## config.mk

```make
export PLATFORM = sky130hd
export DESIGN_NAME = framed_sensor_packet_parser
export DESIGN_NICKNAME = d
export VERILOG_FILES = /design/src/hdl/fsp_pkg.sv /design/src/hdl/fsp_frame.sv /design/src/hdl/fsp_link.sv /design/src/hdl/framed_sensor_packet_parser.sv
export SDC_FILE = /design/constraint.sdc
export NUM_CORES = 1
export LEC_CHECK = 0
export BUFFER_PORTS_ARGS = -buffer_cell sky130_fd_sc_hd__buf_2
export CORE_UTILIZATION = 59
export CTS_CLUSTER_DIAMETER = 30
export DETAILED_ROUTE_END_ITERATION = 8
export PLACE_DENSITY = 0.79
export RECOVER_POWER = 50
export SLEW_MARGIN = 10
export SYNTH_ARGS = -nofsm -noshare
export SYNTH_HDL_FRONTEND = slang
export SYNTH_SLANG_ARGS = --single-unit
```

## constraint.sdc

```tcl
create_clock -name clk -period 2.47 [get_ports clk]
set_input_delay 0.247 -clock clk [delete_from_list [all_inputs] [get_ports clk]]
set_output_delay 0.247 -clock clk [all_outputs]
set_load 0.005 [all_outputs]
```

## src/hdl/fsp_pkg.sv

```systemverilog
// Package for the framed sensor packet parser.
// Holds frame constants, position codes and the structs passed between modules.
// No dependencies.
package fsp_pkg;

  localparam logic [7:0] SYNC_BYTE = 8'hAA;
  localparam logic [7:0] ADDR_BYTE = 8'h05;
  localparam logic [7:0] MAX_PAYLOAD = 8'd20;

  localparam logic [15:0] LIMIT_RESET = 16'd1000;
  localparam logic [7:0] MSG_ID_RESET = 8'h40;

  // Configuration register indexes.
  localparam logic CFG_LIMIT = 1'b0;
  localparam logic CFG_MSG_ID = 1'b1;

  // Frame positions of the header and the first three payload bytes.
  localparam logic [4:0] POS_SYNC = 5'd0;
  localparam logic [4:0] POS_ANY = 5'd1;
  localparam logic [4:0] POS_ADDR = 5'd2;
  localparam logic [4:0] POS_ID = 5'd3;
  localparam logic [4:0] POS_LEN = 5'd4;
  localparam logic [4:0] POS_DATA0 = 5'd5;
  localparam logic [4:0] POS_DATA1 = 5'd6;
  localparam logic [4:0] POS_DATA2 = 5'd7;

  typedef struct packed {
    logic ok;
    logic [7:0] height;
    logic [15:0] heading;
  } frame_res_t;

  typedef struct packed {
    logic offline;
    logic mode_clear;
  } link_res_t;

endpackage

```

## src/hdl/fsp_frame.sv

```systemverilog
// Frame hunter: header check, running checksum and payload latches.
// Depends on fsp_pkg.
module fsp_frame import fsp_pkg::*; #(
  parameter logic [7:0] PAYLOAD_MAX = MAX_PAYLOAD
) (
  input  logic       clk,
  input  logic       rst,
  input  logic       en,
  input  logic [7:0] rx_byte,
  input  logic [7:0] message_id,
  output frame_res_t res
);

  logic [4:0] pos, pos_next;
  logic [4:0] plen, plen_next;
  logic [7:0] sum, sum_next;
  logic [7:0] lat0, lat1, lat2;
  logic [7:0] lat0_next, lat1_next, lat2_next;
  logic [7:0] height, height_next;
  logic [15:0] heading, heading_next;
  logic ok;
  logic [4:0] check_pos;

  assign check_pos = 5'(plen + POS_DATA0);

  always_comb begin
    pos_next = pos;
    plen_next = plen;
    sum_next = sum;
    height_next = height;
    heading_next = heading;
    ok = 1'b0;

    // Every byte that passes positions 5 to 7 is latched, checksum bytes too.
    lat0_next = (pos == POS_DATA0) ? rx_byte : lat0;
    lat1_next = (pos == POS_DATA1) ? rx_byte : lat1;
    lat2_next = (pos == POS_DATA2) ? rx_byte : lat2;

    priority if (pos == POS_SYNC) begin
      sum_next = 8'd0;
      if (rx_byte == SYNC_BYTE) begin
        sum_next = rx_byte;
        pos_next = POS_ANY;
      end
    end else if (pos == POS_ANY) begin
      sum_next = sum + rx_byte;
      pos_next = pos + 5'd1;
    end else if (pos == POS_ADDR || pos == POS_ID) begin
      if ((pos == POS_ADDR && rx_byte == ADDR_BYTE) ||
          (pos == POS_ID && rx_byte == message_id)) begin
        sum_next = sum + rx_byte;
        pos_next = pos + 5'd1;
      end else begin
        sum_next = 8'd0;
        pos_next = POS_SYNC;
      end
    end else if (pos == POS_LEN) begin
      if (rx_byte < PAYLOAD_MAX) begin
        plen_next = rx_byte[4:0];
        sum_next = sum + rx_byte;
        pos_next = pos + 5'd1;
      end else begin
        sum_next = 8'd0;
        pos_next = POS_SYNC;
      end
    end else if (pos == check_pos) begin
      if (sum == rx_byte) begin
        ok = 1'b1;
        height_next = lat0_next;
        heading_next = {lat1_next, lat2_next};
      end
      sum_next = 8'd0;
      pos_next = POS_SYNC;
    end else begin
      sum_next = sum + rx_byte;
      pos_next = pos + 5'd1;
    end
  end

  always_ff @(posedge clk) begin
    if (rst) begin
      pos <= POS_SYNC;
      plen <= 5'd0;
      sum <= 8'd0;
      lat0 <= 8'd0;
      lat1 <= 8'd0;
      lat2 <= 8'd0;
      height <= 8'd0;
      heading <= 16'd0;
    end else if (en) begin
      pos <= pos_next;
      plen <= plen_next;
      sum <= sum_next;
      lat0 <= lat0_next;
      lat1 <= lat1_next;
      lat2 <= lat2_next;
      height <= height_next;
      heading <= heading_next;
    end
  end

  // Result reflects the state after this word, valid only while en is high.
  assign res.ok = en & ok;
  assign res.height = en ? height_next : height;
  assign res.heading = en ? heading_next : heading;

endmodule

```

## src/hdl/fsp_link.sv

```systemverilog
// Link watchdog: silence timer, offline flag and mode_clear pulse.
// Depends on fsp_pkg.
module fsp_link import fsp_pkg::*; (
  input  logic        clk,
  input  logic        rst,
  input  logic        tick,
  input  logic        frame_ok,
  input  logic [7:0]  elapsed_ms,
  input  logic [15:0] limit,
  output link_res_t   res
);

  logic [15:0] timer, timer_next;
  logic offline, offline_next;
  logic mode_clear;
  logic [16:0] timer_sum;

  assign timer_sum = {1'b0, timer} + {9'd0, elapsed_ms};

  always_comb begin
    timer_next = timer;
    offline_next = offline;
    mode_clear = 1'b0;
    if (frame_ok) begin
      timer_next = 16'd0;
      offline_next = 1'b0;
    end else if (tick) begin
      if (timer < limit) begin
        // The add saturates instead of wrapping when the limit is very high.
        timer_next = timer_sum[16] ? 16'hFFFF : timer_sum[15:0];
      end else begin
        offline_next = 1'b1;
        mode_clear = 1'b1;
      end
    end
  end

  always_ff @(posedge clk) begin
    if (rst) begin
      timer <= 16'd0;
      offline <= 1'b0;
    end else begin
      timer <= timer_next;
      offline <= offline_next;
    end
  end

  assign res.offline = offline_next;
  assign res.mode_clear = mode_clear;

endmodule

```

## src/hdl/framed_sensor_packet_parser.sv

```systemverilog
// Framed sensor packet parser. Each input word is a received serial byte (op 0) or a
// time tick (op 1), and each word yields exactly one result word in order. A word
// passes an input register and then an output register; one word is taken every
// cycle unless stalled; the single pass of frame and timer logic between the two
// registers sets that rate. The result shows the height and heading of the last
// frame with a good checksum, the offline flag and the mode_clear pulse of a tick.
// Configuration: index 0 is the offline limit in ms, index 1 the expected message id.
module framed_sensor_packet_parser import fsp_pkg::*; #(
  parameter logic [7:0] PAYLOAD_MAX = MAX_PAYLOAD
) (
  input  logic               clk,
  input  logic               rst,
  input  logic               cfg_write,
  input  logic               cfg_index,
  input  logic [15:0]        cfg_data,
  input  logic               in_valid,
  output logic               in_stall,
  input  logic               op,
  input  logic [7:0]         rx_byte,
  input  logic [7:0]         elapsed_ms,
  output logic               out_valid,
  input  logic               out_stall,
  output logic               frame_ok,
  output logic [7:0]         height_cm,
  output logic signed [15:0] heading_offset,
  output logic               offline,
  output logic               mode_clear
);

  logic [15:0] limit;
  logic [7:0] message_id;

  logic s1_valid;
  logic s1_op;
  logic [7:0] s1_byte;
  logic [7:0] s1_elapsed;
  logic advance;
  logic s1_load;
  frame_res_t frame_res;
  link_res_t link_res;

  always_ff @(posedge clk) begin
    if (rst) begin
      limit <= LIMIT_RESET;
      message_id <= MSG_ID_RESET;
    end else if (cfg_write) begin
      unique case (cfg_index)
        CFG_LIMIT:  limit <= cfg_data;
        CFG_MSG_ID: message_id <= cfg_data[7:0];
        default: ;
      endcase
    end
  end

  // The input register moves into the output register whenever that one is free.
  assign advance = s1_valid && (!out_valid || !out_stall);
  assign in_stall = s1_valid && !advance;
  assign s1_load = in_valid && !in_stall;

  always_ff @(posedge clk) begin
    if (rst) begin
      s1_valid <= 1'b0;
    end else if (s1_load) begin
      s1_valid <= 1'b1;
    end else if (advance) begin
      s1_valid <= 1'b0;
    end
  end

  always_ff @(posedge clk) begin
    if (s1_load) begin
      s1_op <= op;
      s1_byte <= rx_byte;
      s1_elapsed <= elapsed_ms;
    end
  end

  fsp_frame #(
    .PAYLOAD_MAX (PAYLOAD_MAX)
  ) u_frame (
    .clk        (clk),
    .rst        (rst),
    .en         (advance && !s1_op),
    .rx_byte    (s1_byte),
    .message_id (message_id),
    .res        (frame_res)
  );

  fsp_link u_link (
    .clk        (clk),
    .rst        (rst),
    .tick       (advance && s1_op),
    .frame_ok   (frame_res.ok),
    .elapsed_ms (s1_elapsed),
    .limit      (limit),
    .res        (link_res)
  );

  always_ff @(posedge clk) begin
    if (rst) begin
      out_valid <= 1'b0;
    end else if (advance) begin
      out_valid <= 1'b1;
    end else if (!out_stall) begin
      out_valid <= 1'b0;
    end
  end

  always_ff @(posedge clk) begin
    if (advance) begin
      frame_ok <= frame_res.ok;
      height_cm <= frame_res.height;
      heading_offset <= frame_res.heading;
      offline <= link_res.offline;
      mode_clear <= link_res.mode_clear;
    end
  end

endmodule

```

==> metrics.yaml, run 1 <==
timing:
  slew_headroom_pct: 15.06
  final_hold_viol_count: 0
  fmax_mhz: 420.9
  period_share_pct: 96.19
  period_needed_ps: 2376
  slew_violations: 0
  holdWs_ps: 22.43
  worst_pin_slew_ps: 1274
  setup_violations: 0
  rsz0062_at_grt: "yes"
  fin_skew_ps: 10.35
detailed_routing:
  ant_nets: 0
  finalWirelength_um: 17600
  drt_iter0_drc: 482
  via_per_inst: 5.833
  vias: 6095
  wire_per_inst_um: 16.84
  drt_pre_antenna_iters: 5
  drc: 0
pwr:
  total_leakage_power_uw: 0.003408
  pwr_density_cell_nw_per_um2: 630.8
  vdd_drop_max_mv: 0.6178
clock_tree:
  clockBufferDepth: 2
  cts_root_buf: "clkbuf_16"
  clkSlewWorstSetupHoldPaths_ps: 60
  cts-buffers-inserted: 17
  cts.sinks: 153
  clkLatencyLatePin_ps: 440
  ctsHtreeMaxLevel: 4
  cts_tree: "yes"
layout:
  area_growth_pct: 19.98
  final-instance-count-excl-fill: 1045
  final_layout_size_suffix_gt1_share_pct: 18.24
  final_nets: 940
  antenna_cells: 0
  nFillCells: 902
  final_area_um2: 8785
floorplanning:
  fp.dieH_um: 113.4
  rows: 40
  io-pin-count: 68
  core_um2: 12060
  initial_core_util_pct: 60.71
  fp.dieW_um: 113.4
  die-area_um2: 12860
worst_setup_path:
  cp_data_arrival_time_ps: 2700
  r2r_slack_ps: 90
  required_ps: 2790
  end_kind: "register"
  reg2regPathDepth: 6
  critPathLaunchType: "register"
  cp_max_fo: 7
  path_class: "register to register"
yosys:
  syn_nets: 839
  ys_seq_area_share_pct: 47.85
  synth.top_cell.area_share_pct: 29.80
  synthArstFlopShare_pct: 0
  synth.avg_cell_area_um2: 9.596
  synth_top_cell_by_area: "dfxtp_1"
  synth_cells: 763
  syn_area_um2: 7322
  yosysWarnings: 0
  yosysUniqueCellTypes: 66
  synth-seq-cells: 153
  synthFlopType: "dfxtp_1"
  synth_edf_count: 44
  synth_area_leaders: "dfxtp_1, edfxtp_1, a21oi_1, ha_1, nand2_1"
global_routing:
  grt_start_max_net_pins: 59
  overflow: 0
  grt_usage_pct: 27.60
  grt_antenna_before_repair: 0
  first_global_vias: 5729
  grt_pass1_wl_um: 27370
placement:
  dp_cells: 987
  place_area_um2: 7925
  gp_congestion: 0.8871
  io_buffers: 67
  dp.final_hpwl_um: 11760
worst_hold_path:
  min_path_type: "primary input to register"
  whs_path_depth: 2
job:
  cap_violations: 0
outcome:
  status: "completed"
per-stage QoR:
step                TNS, ps  setup slack [ps]  total power, uW  utilization (%)
finish                    0             94.00             5541            72.83
global route         -61.99            -18.44             5706            72.83
CTS                 -0.5074           -0.5074             5548            71.89
detailed placement   -46.15            -15.73             3110            65.71
global placement          0             19.60             3094            65.71
floorplan                 0             296.1             2962                -
cell type report:
class	instances	area (um2)	share of cell area [%]
multi-input combinational	537	3545	40.35
sequential	153	3505	39.89
timing repair buffer	130	879.6	10.01
clock buffer	18	429.2	4.885
tap	168	210.2	2.393
clock inverter	14	122.6	1.396
inverter	25	93.84	1.068
synth_stat cells (3+ instances only):
cell type,instances
dfxtp_1,109
nand2_1,99
a21oi_1,95
nor2_1,57
edfxtp_1,44
ha_1,35
a211oi_1,29
mux2i_1,29
inv_1,25
buf_2,20
clkbuf_1,20
nand3_1,16
nand4_1,15
o21ai_0,15
xor2_1,15
xnor2_1,10
o221a_2,9
and2_1,8
nand2b_1,8
nor2b_1,8
a211o_1,7
and3_1,7
nor3_1,7
a31oi_1,6
a21o_1,4
nor4_1,4
buf_4,3
buf_6,3
o31ai_1,3
o41ai_1,3
or2_2,3
power breakdown:
part,total (uW),switching [uW],internal [uW]
logic,411,239,172
registers,2680,35.7,2640
clock network,2450,1070,1380
total,5540,1340,4200
critical path, cell delays in order, from the launching register on:
cell and delay, ps:
dfxtp_1 420, ha_1 270, a2111o_1 400, a32oi_1 320, and3b_1 330, nand2_1 220, o221a_2 310
what timing repair did:
| item | in CTS | in global routing |
|---|---|---|
| pin swaps | 2 | 2 |
| endpoints found under the hold margin | 17 | 0 |
| setup buffers | 2 | 6 |
| hold buffers | 17 | 0 |
| cloned | 0 | 1 |
| gates resized for setup | 2 | 12 |
| setup endpoints to repair | 13 | 65 |
registers in the layout, summed over array words and instances, names as in the netlist:
signal / cells
u_frame.pos: 5
frame_ok: 1
s1_byte: 8
offline: 1
u_link.timer: 16
message_id: 8
height_cm: 8
u_frame.height: 8
s1_elapsed: 8
s1_valid: 1
s1_op: 1
out_valid: 1
limit: 16
u_link.offline: 1
mode_clear: 1
u_frame.sum: 8
u_frame.plen: 5
u_frame.heading: 16
u_frame.lat0: 8
u_frame.lat1: 8
u_frame.lat2: 8
heading_offset: 16
placed cells by master (no fill, tap or decap), drive strengths merged, types with 8 or more instances in the layout:
master | Yosys | routed
dfxtp | 109 | 109
nand2 | 99 | 99
buf | 28 | 97
a21oi | 95 | 95
nor2 | 57 | 57
edfxtp | 44 | 44
ha | 35 | 35
clkbuf | 20 | 34
mux2i | 29 | 29
a211oi | 29 | 29
inv | 25 | 28
dlygate4sd3 | 0 | 17
nand3 | 16 | 16
xor2 | 15 | 15
nand4 | 15 | 15
o21ai | 15 | 15
xnor2 | 10 | 10
nor3 | 10 | 10
o221a | 9 | 9
nand2b | 8 | 8
and2 | 8 | 8
nor2b | 8 | 8
layer usage:
layer | global-route usage [%] | up-vias | share of wire, %
met1 | 35.16 | 2876 | 44
met5 | 0 | - | 0
met4 | 14.21 | 0 | 2.8
met2 | 44.17 | 207 | 48
li1 | - | 2968 | -
met3 | 6.323 | 44 | 5.3
worst paths after layout:
path                                                    from                            to
worst max-delay path            u_link.timer[1]$_SDFFE_PP0P_  u_link.timer[3]$_SDFFE_PP0P_
worst min-delay path                             cfg_data[8]         limit[8]$_SDFFE_PP1P_
worst max register to register  u_link.timer[1]$_SDFFE_PP0P_  u_link.timer[3]$_SDFFE_PP0P_
worst min register to register  u_frame.lat1[3]$_SDFFE_PP0P_  u_frame.lat1[3]$_SDFFE_PP0P_
cell families after synthesis:
group / count (synthesis) / share of synthesized area, %
AOI/OAI and AO/OA: 196 / 17.62
xor gates and xnor gates: 25 / 2.990
adders and majority gates: 37 / 6.528
buffers and inverters: 73 / 4.545
DFF: 153 / 47.85
muxes: 29 / 3.964
and+or+nand+nor: 250 / 16.51
(Power assumes the default switching activity.)
==> run 2: changes to the inputs <==
--- a/config.mk
+++ b/config.mk
@@ -9,6 +9,7 @@
 export CORE_UTILIZATION = 59
 export CTS_CLUSTER_DIAMETER = 30
 export DETAILED_ROUTE_END_ITERATION = 8
+export MAX_ROUTING_LAYER = met4
 export PLACE_DENSITY = 0.79
 export RECOVER_POWER = 50
 export SLEW_MARGIN = 10
==> run 2 against run 1 <==
Net effect:
- worst setup slack worse by 9.2 ps
- global-route usage is 1.5 points higher
- largest cell class unchanged
- worst hold slack better by 3.1 ps
- sequential share of layout area is 0.12 points lower
- combinational power about the same
- non-clock buffer count is the same
- die area stayed put
- flip-flop and latch count did not move
- clock-buffer cell count unchanged
==> metrics.yaml, run 2 (synthesis results as in run 1) <==
placement:
  dp.final_hpwl_um: 11630
  gp_congestion: 0.8987
  io_buffers: 67
  dp_slack_ps: -12.09
worst_setup_path:
  cpPeakStageDelay_ps: 440
  cp_data_arrival_time_ps: 2710
  end_kind: "register"
  cpMaxStageDelayCell: "dfxtp_1"
  cp_cell_sequence: "ha_1 -> a2111o_1 -> a32oi_1 -> and3b_2 -> nand2_1 -> o221a_2"
  regToRegEndpoint: "u_link.timer[0]$_SDFFE_PP0P_"
  r2r-start: "u_link.timer[1]$_SDFFE_PP0P_"
  cp_max_fo: 7
  path_buf_inv: 0
  reg2regPathDepth: 6
  r2r_slack_ps: 80
  path_class: "register to register"
  critPathLaunchType: "register"
  required_ps: 2790
  critPathTopFamily: "compound AO/OA/AOI/OAI gates"
layout:
  antenna_cells: 0
  nFillCells: 846
  final_common_cell: "dfxtp_1"
  final_cell_mix: "dfxtp_1, nand2_1, a21oi_1"
  final_layout_size_suffix_gt1_share_pct: 18.24
  multi_input_area_um2: 3562
  area_growth_pct: 20.37
  final_nets: 940
  register_area_um2: 3506
clock_tree:
  cts_root_buf: "clkbuf_16"
  clkLatencyLatePin_ps: 430
  ctsHtreeMaxLevel: 4
  cts.sinks: 153
  cts-buffers-inserted: 17
  clkSlewWorstSetupHoldPaths_ps: 70
  cts_tree: "yes"
  clockBufferDepth: 2
global_routing:
  first_global_vias: 5742
  overflow: 0
  grt_pass1_wl_um: 28150
  grt_usage_pct: 29.13
  grt_antenna_before_repair: 0
  grt_start_max_net_pins: 30
timing:
  slew_violations: 0
  slew_headroom_pct: 13.80
  final_hold_viol_count: 0
  tns_ps: 0
  setup_violations: 0
  period_needed_ps: 2385
  holdWs_ps: 25.50
  worst_slack_ps: 84.77
  fin_skew_ps: 11.99
  period_share_pct: 96.57
  worst_pin_slew_ps: 1293
  fmax_mhz: 419.2
floorplanning:
  initial_core_util_pct: 60.71
  fp.dieH_um: 113.4
  core_um2: 12060
  die-area_um2: 12860
  fp.dieW_um: 113.4
  rows: 40
  io-pin-count: 68
pwr:
  vdd_drop_max_mv: 0.3946
  total_leakage_power_uw: 0.003430
  pwr_density_cell_nw_per_um2: 646.3
detailed_routing:
  wire_per_inst_um: 16.71
  drc: 0
  via_per_inst: 5.816
  ant_nets: 0
  finalWirelength_um: 17470
  vias: 6078
  drt_pre_antenna_iters: 6
  drt_iter0_drc: 460
worst_hold_path:
  whs_path_depth: 2
  min_path_type: "primary input to register"
  worst_hold_path.endpoint: "limit[9]$_SDFFE_PP1P_"
  min_from: "cfg_data[9]"
outcome:
  status: "completed"
job:
  cap_violations: 0
[run 2: cell types whose count changed in the layout (fill, tap and decap cells not counted), moves of 2 or more]
| cell | before | now |
|---|---|---|
| buf_12 | 3 | 1 |
| inv_6 | 3 | 1 |
| buf_4 | 36 | 39 |
| clkinv_1 | 1 | 4 |
| bufinv_16 | 1 | 3 |
| clkinvlp_4 | 4 | 1 |
[run 2: cell type report]
| cell class | count | area share [%] |
|---|---|---|
| tap | 168 | 2.385 |
| inverter | 25 | 1.065 |
| timing repair buffer | 130 | 9.739 |
| multi-input combinational | 537 | 40.42 |
| sequential | 153 | 39.78 |
| clock buffer | 18 | 4.869 |
| clock inverter | 14 | 1.746 |
[run 2: through the flow]
| stage | power (uW) | std cells | utilization (%) | instance area [um2] |
|---|---|---|---|---|
| after global placement | 3095 | 988 | 65.77 | 7933 |
| after floorplan | 2962 | 763 | - | 7322 |
| after detailed placement | 3109 | 988 | 65.77 | 7933 |
| after CTS | 5694 | 1042 | 72.66 | 8763 |
| final | 5696 | 1045 | 73.07 | 8813 |
| after global routing | 5881 | 1045 | 73.07 | 8813 |
[run 2: how the worst max path moves through the flow]
stage                                       startpoint                             to  slack, ps  depth (start not counted)
after floorplan                  s1_valid$_SDFFE_PP0P_  u_link.timer[15]$_SDFFE_PP0P_        300                          7
after CTS                       limit[13]$_SDFFE_PP0P_   u_link.timer[6]$_SDFFE_PP0P_         40                          8
after detailed placement   u_frame.pos[0]$_SDFFE_PP0P_   u_link.timer[3]$_SDFFE_PP0P_        -10                          8
final                     u_link.timer[1]$_SDFFE_PP0P_   u_link.timer[0]$_SDFFE_PP0P_         80                          6
after global routing              s1_byte[0]$_DFFE_PP_   u_frame.height[5]$_SDFF_PP0_        -10                          8
after global placement            s1_byte[0]$_DFFE_PP_         height_cm[1]$_DFFE_PP_         40                          6
[run 2: per-layer routing]
layer | GRT usage (%) | share of wire [%]
met5 | - | 0
met4 | 11.49 | 1.9
met3 | 5.579 | 4.9
met2 | 45.89 | 47
met1 | 37.23 | 46
[run 2: timing repair]
| action | CTS | global route |
|---|---|---|
| pin swaps | 2 | 1 |
| setup endpoints to repair | 21 | 59 |
| buffers inserted | 4 | 3 |
| hold buffers | 17 | 0 |
| cloned | 1 | 0 |
| hold endpoints to repair | 17 | 0 |
| resized for setup | 4 | 13 |
[run 2: where the power goes]
part	leakage, uW	switching, uW	internal [uW]
registers	0.00131	39.2	2640
clock network	0.000284	1030	1570
logic	0.00183	239	173
